$ cat config.mk
export PLATFORM = sky130hd
export DESIGN_NAME = sha512_ram
export DESIGN_NICKNAME = d
export VERILOG_FILES = /design/src/hw/rtl/sha512_ram.sv
export SDC_FILE = /design/constraint.sdc
export NUM_CORES = 1
export LEC_CHECK = 0
export CORE_MARGIN = 8
export CORE_UTILIZATION = 45
export DETAILED_ROUTE_END_ITERATION = 8
export DONT_BUFFER_PORTS = 1
export GPL_ROUTABILITY_DRIVEN = 0
export SLEW_MARGIN = 10
export SYNTH_ARGS = -nofsm -noshare
export SYNTH_HDL_FRONTEND = slang
export SYNTH_SLANG_ARGS = --single-unit
$ cat constraint.sdc
create_clock -name clk -period 9.9 [get_ports clk]
set_input_delay 2.97 -clock clk [delete_from_list [all_inputs] [get_ports clk]]
set_output_delay 2.97 -clock clk [all_outputs]
set_load 0.01 [all_outputs]
$ cat src/hw/rtl/sha512_ram.sv
// ----------------------------------------------------------------------------
// sha512_ram
// Generic one-write, one-read synchronous RAM with registered read data.
// ----------------------------------------------------------------------------
module sha512_ram #(
  parameter int unsigned WIDTH = 64,
  parameter int unsigned DEPTH = 16,
  parameter int unsigned AW    = $clog2(DEPTH)
) (
  input  logic             clk,
  input  logic             we,
  input  logic [AW-1:0]    waddr,
  input  logic [WIDTH-1:0] wdata,
  input  logic [AW-1:0]    raddr,
  output logic [WIDTH-1:0] rdata
);

  logic [WIDTH-1:0] mem [DEPTH];

  // Write port
  always_ff @(posedge clk) begin
    if (we) begin
      mem[waddr] <= wdata;
    end
  end

  // Registered read port
  always_ff @(posedge clk) begin
    rdata <= mem[raddr];
  end

endmodule

==> flow_metrics.tcl <==
set metrics [dict create \
    synthTopCellsByArea "edfxtp_1, mux4_2, dfxtp_1" \
    die_h_um 313 \
    drt_iter0_drc 1554 \
    crit_path_end_kind "flop" \
    cpLargestDelayFamily "simple AND/OR/NAND/NOR gates" \
    cp_cell_sequence "nand3b_1 -> nor2_4 -> buf_4" \
    status "complete, no violations" \
    syn-num-nets 1721 \
    cts_sinks 1088 \
    synth.distinct_cells 18 \
    synth_seq_cells 1088 \
    floorplan.rows 108 \
    synth_area_mm2 0.0396 \
    slew_viol_final 0 \
    diodes 0 \
    reg2reg_to "rdata[48]$_DFF_P_" \
    hold_class "reg2reg" \
    finalWorstSetupSlack_ps 5090 \
    grt_max_degree 257 \
    drv_cap 0 \
    postSynthAreaPerCell_um2 24.0 \
    synth-edff-count 1024 \
    htreeDepth 3 \
    critPathLaunchType "primary input" \
    drive_gt1_share_pct 25.6 \
    dpl.hpwl_mm 38.9 \
    synth-main-ff-cell "edfxtp_1" \
    power_density_mw_per_mm2 216 \
    fin_worst_skew_ps 22.0 \
    io_buffer_count 0 \
    arrival_ps 5100 \
    fin_crit_sh_pct 48.6 \
    timing_worst_setup_path_type "in2reg" \
    path_buf_inv 1 \
    holdCritStartpoint "mem[4][13]$_DFFE_PP_" \
    grt_overflow_total 0 \
    finalCoreUtilization_pct 51.1 \
    ys_warn_count 0 \
    p_leak_nw 13.9 \
    hold_path_end "rdata[13]$_DFF_P_" \
    synth_top_area_share_pct 77.7 \
    synth_top_cells_by_count "edfxtp_1, mux4_2, a22oi_1, nand2_1, dfxtp_1" \
    fp.dieW_um 313 \
    dp_slack_ps 4340 \
    crit_fanout 36 \
    initial_core_util_pct 45.5 \
    wirelength_mm 81.7 \
    cts_made_buffers 108 \
    cp_data_required_time_ps 10190 \
    vias_per_cell 5.78 \
    die-area_mm2 0.0977 \
    holdWs_ps 663 \
    timing.setup.tns_ps 0 \
    grt_antenna_before_repair 0 \
    synthArstFlopShare_pct 0 \
    first_global_vias 18158 \
    r2r_cells 3 \
    grt_pass1_wl_mm 122 \
    routedWlPerCell_um 27.7 \
    critPathSlowestCell "nor2_4" \
    final_nets 1769 \
    yosysMostFrequentCell "edfxtp_1" \
    post_cts_resized 0 \
    vias 17009 \
    rsz0062_at_grt "false" \
    first_pass_iters 5 \
    hold_viol 0 \
    reg2reg_slack_ps 8400 \
    ir_worst_vdd_uv 156 \
    slew_headroom_pct 15.9 \
    root_buffer "clkbuf_16" \
    yosys.area.top_type "edfxtp_1" \
    seq_area_frac_synth_pct 80.9 \
    tightest_slew_ps 1260 \
    setup_viol 0 \
    clk_path_buf_depth 3 \
    clock_latency_ps 680 \
    cts_tree "done" \
    pin_count 138 \
    drc_errors 0 \
    max_freq_ghz 0.208 \
    hold_buffers 0 \
    whs_path_depth 3 \
    syn-instance-count 1647 \
    ant_nets 0 \
    grt_usage_pct 16.5 \
    period_needed_ps 4810 \
    core-area_mm2 0.0870 \
    cts.reportedPaths.clkPinSlew_ps 60 \
    synthToLayoutAreaGrowth_pct 12.4 \
    regToRegStartpoint "mem[10][48]$_DFFE_PP_" \
    post_cts_buffers 0 \
    slowest_delay_ps 970 \
]
cells in the final DEF, fill, tap and decap left out, types with 3 or more instances in the layout:
cell type | Yosys | final
a22oi_1 | 128 | 128
buf_4 | 6 | 21
bufinv_16 | 0 | 13
clkbuf_1 | 36 | 28
clkbuf_16 | 0 | 108
clkbuf_8 | 0 | 7
clkinv_1 | 0 | 18
clkinv_2 | 0 | 18
clkinvlp_4 | 0 | 3
dfxtp_1 | 64 | 64
edfxtp_1 | 1024 | 1024
inv_16 | 0 | 3
inv_6 | 0 | 5
mux4_2 | 256 | 256
nand2_1 | 65 | 65
nor2_4 | 0 | 13
nor3_2 | 0 | 4
where the power goes:
| part | total [mW] | leakage (nW) | switching, mW | internal (mW) |
|---|---|---|---|---|
| Combinational | 0.268 | 2.32 | 0.124 | 0.144 |
| Sequential | 5.20 | 9.79 | 0.0521 | 5.15 |
| Clock | 4.12 | 1.76 | 1.70 | 2.41 |
| Total | 9.59 | 13.9 | 1.88 | 7.71 |
state kept, by name, indices dropped and copies added (netlist names):
| register | cells |
|---|---|
| rdata | 64 |
| mem | 1024 |
final cells by class:
class,count,area [um^2]
tap,1155,1450
sequential,1088,32000
timing repair buffer,22,178
clock inverter,62,699
clock buffer,143,2900
multi-input combinational,475,7230
fill,6692,42500
tightest hold or removal path, cell delays in order (launching register included):
cell,delay [ps]
edfxtp_1,310
mux4_2,220
a22oi_1,60
nand2_1,70
per-stage QoR:
stage                     area [um^2]  instances  power (mW)
after floorplan                 39600       1647        5.53
after global placement          40900       2739        5.57
after detailed placement        40900       2739        5.58
after CTS                       44500       2944        9.68
after global routing            44500       2945        9.88
final                           44500       2945        9.59
cell families (layout without fill, tap and decap cells):
kind of cell,after synthesis,in the layout,share of synthesized area (%)
flops,1088,1088,80.9
mux,256,256,14.6
compound gates,128,128,2.43
simple gates,91,91,0.942
buf+inv,84,227,1.14
per-layer routing:
layer / global-route usage (%) / vias to the layer above / routed length (um)
met4: 4.33 / 0 / 1450
met3: 4.34 / 106 / 5890
li1: - / 7153 / -
met1: 22.8 / 9263 / 34600
met5: 0 / - / 0
met2: 26.2 / 487 / 39700
worst max-delay path by stage:
stage,start,cells past startpoint,end
finish,waddr[3],3,mem[5][41]$_DFFE_PP_
global route,waddr[3],3,mem[5][41]$_DFFE_PP_
CTS,waddr[3],3,mem[5][41]$_DFFE_PP_
detailed placement,waddr[3],3,mem[5][52]$_DFFE_PP_
global placement,waddr[3],3,mem[5][53]$_DFFE_PP_
floorplan,waddr[2],2,mem[0][0]$_DFFE_PP_
Note: power is estimated with default switching activity, not from simulation.
