<file path="src/hw/rtl/sha512_pkg.sv">
// ----------------------------------------------------------------------------
// sha512_pkg
// Shared types, round constants, initial values and mixing functions for the
// SHA-512 / SHA-384 hash engine.
// ----------------------------------------------------------------------------
package sha512_pkg;

  typedef struct packed {
    logic [7:0] msg_byte;
    logic       has_byte;
    logic       is_last;
  } msg_item_t;

  typedef struct packed {
    logic [63:0] digest_word;
    logic        last_word;
  } dig_item_t;

  // Working variables, index 0 is a, index 7 is h
  typedef logic [7:0][63:0] vec_t;

  typedef enum logic [2:0] {
    ST_IDLE,
    ST_PAD,
    ST_CLOAD,
    ST_ROUND,
    ST_CUPD,
    ST_DREQ,
    ST_DLOAD,
    ST_DOUT
  } state_t;

  localparam int unsigned ROUNDS = 80;

  localparam logic [63:0] K_TAB [ROUNDS] = '{
    64'h428a2f98d728ae22, 64'h7137449123ef65cd, 64'hb5c0fbcfec4d3b2f, 64'he9b5dba58189dbbc,
    64'h3956c25bf348b538, 64'h59f111f1b605d019, 64'h923f82a4af194f9b, 64'hab1c5ed5da6d8118,
    64'hd807aa98a3030242, 64'h12835b0145706fbe, 64'h243185be4ee4b28c, 64'h550c7dc3d5ffb4e2,
    64'h72be5d74f27b896f, 64'h80deb1fe3b1696b1, 64'h9bdc06a725c71235, 64'hc19bf174cf692694,
    64'he49b69c19ef14ad2, 64'hefbe4786384f25e3, 64'h0fc19dc68b8cd5b5, 64'h240ca1cc77ac9c65,
    64'h2de92c6f592b0275, 64'h4a7484aa6ea6e483, 64'h5cb0a9dcbd41fbd4, 64'h76f988da831153b5,
    64'h983e5152ee66dfab, 64'ha831c66d2db43210, 64'hb00327c898fb213f, 64'hbf597fc7beef0ee4,
    64'hc6e00bf33da88fc2, 64'hd5a79147930aa725, 64'h06ca6351e003826f, 64'h142929670a0e6e70,
    64'h27b70a8546d22ffc, 64'h2e1b21385c26c926, 64'h4d2c6dfc5ac42aed, 64'h53380d139d95b3df,
    64'h650a73548baf63de, 64'h766a0abb3c77b2a8, 64'h81c2c92e47edaee6, 64'h92722c851482353b,
    64'ha2bfe8a14cf10364, 64'ha81a664bbc423001, 64'hc24b8b70d0f89791, 64'hc76c51a30654be30,
    64'hd192e819d6ef5218, 64'hd69906245565a910, 64'hf40e35855771202a, 64'h106aa07032bbd1b8,
    64'h19a4c116b8d2d0c8, 64'h1e376c085141ab53, 64'h2748774cdf8eeb99, 64'h34b0bcb5e19b48a8,
    64'h391c0cb3c5c95a63, 64'h4ed8aa4ae3418acb, 64'h5b9cca4f7763e373, 64'h682e6ff3d6b2b8a3,
    64'h748f82ee5defb2fc, 64'h78a5636f43172f60, 64'h84c87814a1f0ab72, 64'h8cc702081a6439ec,
    64'h90befffa23631e28, 64'ha4506cebde82bde9, 64'hbef9a3f7b2c67915, 64'hc67178f2e372532b,
    64'hca273eceea26619c, 64'hd186b8c721c0c207, 64'heada7dd6cde0eb1e, 64'hf57d4f7fee6ed178,
    64'h06f067aa72176fba, 64'h0a637dc5a2c898a6, 64'h113f9804bef90dae, 64'h1b710b35131c471b,
    64'h28db77f523047d84, 64'h32caab7b40c72493, 64'h3c9ebe0a15c9bebc, 64'h431d67c49c100d4c,
    64'h4cc5d4becb3e42b6, 64'h597f299cfc657e2a, 64'h5fcb6fab3ad6faec, 64'h6c44198c4a475817
  };

  localparam logic [63:0] IV_512 [8] = '{
    64'h6a09e667f3bcc908, 64'hbb67ae8584caa73b, 64'h3c6ef372fe94f82b, 64'ha54ff53a5f1d36f1,
    64'h510e527fade682d1, 64'h9b05688c2b3e6c1f, 64'h1f83d9abfb41bd6b, 64'h5be0cd19137e2179
  };

  localparam logic [63:0] IV_384 [8] = '{
    64'hcbbb9d5dc1059ed8, 64'h629a292a367cd507, 64'h9159015a3070dd17, 64'h152fecd8f70e5939,
    64'h67332667ffc00b31, 64'h8eb44a8768581511, 64'hdb0c2e0d64f98fa7, 64'h47b5481dbefa4fa4
  };

  function automatic logic [63:0] iv_word(input logic mode, input logic [2:0] idx);
    return mode ? IV_384[idx] : IV_512[idx];
  endfunction

  function automatic logic [63:0] rotr(input logic [63:0] x, input int unsigned s);
    return (x >> s) | (x << (64 - s));
  endfunction

  function automatic logic [63:0] big_sig0(input logic [63:0] x);
    return rotr(x, 28) ^ rotr(x, 34) ^ rotr(x, 39);
  endfunction

  function automatic logic [63:0] big_sig1(input logic [63:0] x);
    return rotr(x, 14) ^ rotr(x, 18) ^ rotr(x, 41);
  endfunction

  function automatic logic [63:0] sml_sig0(input logic [63:0] x);
    return rotr(x, 1) ^ rotr(x, 8) ^ (x >> 7);
  endfunction

  function automatic logic [63:0] sml_sig1(input logic [63:0] x);
    return rotr(x, 19) ^ rotr(x, 61) ^ (x >> 6);
  endfunction

endpackage

</file>
<file path="src/hw/rtl/sha512_round.sv">
// ----------------------------------------------------------------------------
// sha512_round
// One SHA-512 compression round on the working variables, given the
// pre-added sum of h, the round constant and the schedule word.
// ----------------------------------------------------------------------------
module sha512_round (
  input  sha512_pkg::vec_t v_in,
  input  logic [63:0]      hkw,
  output sha512_pkg::vec_t v_out
);

  logic [63:0] t1;
  logic [63:0] t2;
  logic [63:0] ch;
  logic [63:0] maj;

  // Mix the round
  always_comb begin
    ch  = (v_in[4] & v_in[5]) ^ (~v_in[4] & v_in[6]);
    maj = (v_in[0] & v_in[1]) ^ (v_in[0] & v_in[2]) ^ (v_in[1] & v_in[2]);
    t1  = hkw + sha512_pkg::big_sig1(v_in[4]) + ch;
    t2  = sha512_pkg::big_sig0(v_in[0]) + maj;
    v_out[7] = v_in[6];
    v_out[6] = v_in[5];
    v_out[5] = v_in[4];
    v_out[4] = v_in[3] + t1;
    v_out[3] = v_in[2];
    v_out[2] = v_in[1];
    v_out[1] = v_in[0];
    v_out[0] = t1 + t2;
  end

endmodule

</file>
<file path="config.mk">
export PLATFORM = sky130hd
export DESIGN_NAME = sha512_round
export DESIGN_NICKNAME = d
export VERILOG_FILES = /design/src/hw/rtl/sha512_pkg.sv /design/src/hw/rtl/sha512_round.sv
export SDC_FILE = /design/constraint.sdc
export NUM_CORES = 1
export LEC_CHECK = 0
export BUFFER_PORTS_ARGS = -buffer_cell sky130_fd_sc_hd__buf_2
export CORE_AREA = 2 2 418 420
export DETAILED_ROUTE_END_ITERATION = 10
export DIE_AREA = 0 0 420 422
export MAX_ROUTING_LAYER = met4
export PLACE_DENSITY_LB_ADDON = 0.12
export SYNTH_ARGS = -nofsm -noshare
export SYNTH_HDL_FRONTEND = slang
export SYNTH_SLANG_ARGS = --single-unit
</file>
<file path="constraint.sdc">
create_clock -name vclk -period 6.5
set_input_delay 0.65 -clock vclk [all_inputs]
set_output_delay 0.65 -clock vclk [all_outputs]
set_load 0.05 [all_outputs]
</file>
==> flow_summary.json <==
{
  "slew_viol_final": 0,
  "post_drt_wl_per_cell_um": 25.7,
  "synth_nets": 3683,
  "worstMarginPinSlew_ns": 0.938,
  "grt_pass1_vias": 27300,
  "antenna_found_initial": 55,
  "hold_violations": 0,
  "seq_cells": 0,
  "violations": "negative setup slack",
  "slowest_delay_ns": 0.49,
  "syn_inst": 2791,
  "clock_buffers": 0,
  "vias_per_cell": 3.81,
  "netlist_area_um2": 21200,
  "layout_commonest_cell": "buf_4",
  "multi_input_area_um2": 22400,
  "timing.final.crit_share_pct": 116,
  "cpMostUsedCell": "buf_6",
  "seq_area_um2": 0,
  "slowest_stage": "fa_1",
  "layout_setup_ws_ns": -1.02,
  "crit_start": "v_in[275]",
  "status": "complete, but fails checks",
  "setup_tns_ns": -53.04,
  "vias": 26200,
  "min_path_cells": 2,
  "critPathRequiredTime_ns": 5.85,
  "drc": 0,
  "cp.arrival_ns": 6.87,
  "final_area_um2": 42800,
  "initial_core_util_pct": 12.2,
  "wl_um": 177000,
  "dpl.hpwl_um": 165000,
  "ys_seq_area_share_pct": 0,
  "die_h_um": 422,
  "setup_viol": 89,
  "preCtsSetupSlack_ns": -2.12,
  "io_pins": 1088,
  "yosysUniqueCellTypes": 85,
  "layout-drive-gt1-share_pct": 63.9,
  "cp-end-kind": "primary output",
  "fmax_mhz": 133,
  "cts_hold_buf": 0,
  "startpoint_type": "input port",
  "fillers": 19100,
  "num_rows": 153,
  "first_pass_iters": 5,
  "hold_class": "in2out",
  "crit_fanout": 4,
  "drt_iter0_drc": 1128,
  "coreArea_um2": 173000,
  "rsz0062_at_grt": "true",
  "slew_headroom_pct": 36.8,
  "grt-ovfl-total": 0,
  "grt_pass1_wl_um": 233000,
  "areaGrowthSynthToFinish_pct": 102,
  "period_needed_ns": 7.52,
  "postRouteAntennaNets": 0,
  "crit_type": "in2out",
  "final_net_count": 5422,
  "placed_cell_area_um2": 36600,
  "max_cap_violations": 0,
  "grt_max_degree": 12,
  "most-common-layout-cells": "buf_4, buf_2, inv_1",
  "grt_use_total_pct": 19.7,
  "dieArea_um2": 177000,
  "io_buffers": 1024,
  "yosysWarnings": 0,
  "synth_area_per_cell_um2": 7.59,
  "gp_congestion": 0.923,
  "die_w_um": 420,
  "hold_path_startpoint": "v_in[354]",
  "whs_ns": 1.60
}
[area by class of cell]
cell class                 instances  share of cell area (%)
antenna                           22                   0.129
inverter                         257                    2.30
multi-input combinational       2065                    52.4
tap                             2325                    6.79
timing repair buffer            2206                    38.4
[critical path, delay by kind of cell]
family          cells  cell delay, ns
xor+xnor            4            0.70
buf+inv            10            1.26
simple gates        2            0.28
compound gates     11            2.44
fa+ha+maj           4            1.50
[stage by stage]
step | std cells | util [%]
2_1_floorplan | 2791 | -
6_report | 6875 | 24.8
3_5_place_dp | 6723 | 21.1
3_3_place_gp | 6723 | 21.1
5_1_grt | 6871 | 24.8
4_1_cts | 6791 | 23.4
[cell families after synthesis]
| family | synth area share [%] |
|---|---|
| AND/OR/NAND/NOR | 10.8 |
| AO/OA/AOI/OAI | 24.0 |
| adder cells (fa/ha/maj) | 23.5 |
| XOR/XNOR | 18.5 |
| buffers and inverters | 19.7 |
| multiplexers | 3.38 |
[synth_stat cells, types with 4 or more instances]
master    instances  area (um^2)
a21boi_0          6         45.0
nor3_1           30          150
o21bai_1         36          270
nand2b_1         18          113
fa_1            129         2580
a31oi_1          28          175
nor4_1            6         37.5
nor2_1           77          289
nand2_1         140          526
nor2b_1          23          144
nor3b_1           4         30.0
a211oi_1         16          120
xnor2_1         304         2660
a21oi_1         209         1050
and3_1           32          200
o21a_1           13         97.6
o221ai_1          4         35.0
inv_1           257          965
or4_1             4         30.0
a21o_1          218         1640
a311oi_1          6         52.6
and4_1           10         87.6
a221o_1           7         70.1
o31ai_1          15          113
xor2_1          144         1260
a211o_1           4         35.0
nand3_1          34          170
or2_2             5         31.3
mux2_2           52          586
a221oi_1          6         52.6
nand4_1          45          282
maj3_1            5         50.1
a41oi_1           6         52.6
or3_1             4         25.0
clkbuf_1         80          300
o211ai_1         11         82.6
buf_4           384         2880
ha_1            187         2340
o21ai_0         145          726
mux2i_1          13          130
and2_1           14         87.6
[final timing paths]
kind,endpoint
hold / removal,v_out[418]
setup / recovery,v_out[59]
[repair_timing]
action / CTS / global route
setup buffers: 83 / 77
pin swaps: 243 / 271
resized for setup: 608 / 349
setup endpoints to repair: 96 / 96
[layer usage]
metal | part of all wire [%] | wire (um) | GRT usage, %
met1 | 40 | 71000 | 22.3
met4 | 3.5 | 6260 | 4.96
met3 | 3.1 | 5540 | 1.89
met2 | 53 | 94100 | 36.7
met5 | 0 | 0 | -
Power is not shown: default switching activity piles up to over one toggle a cycle in this logic, so the estimate is an artifact.
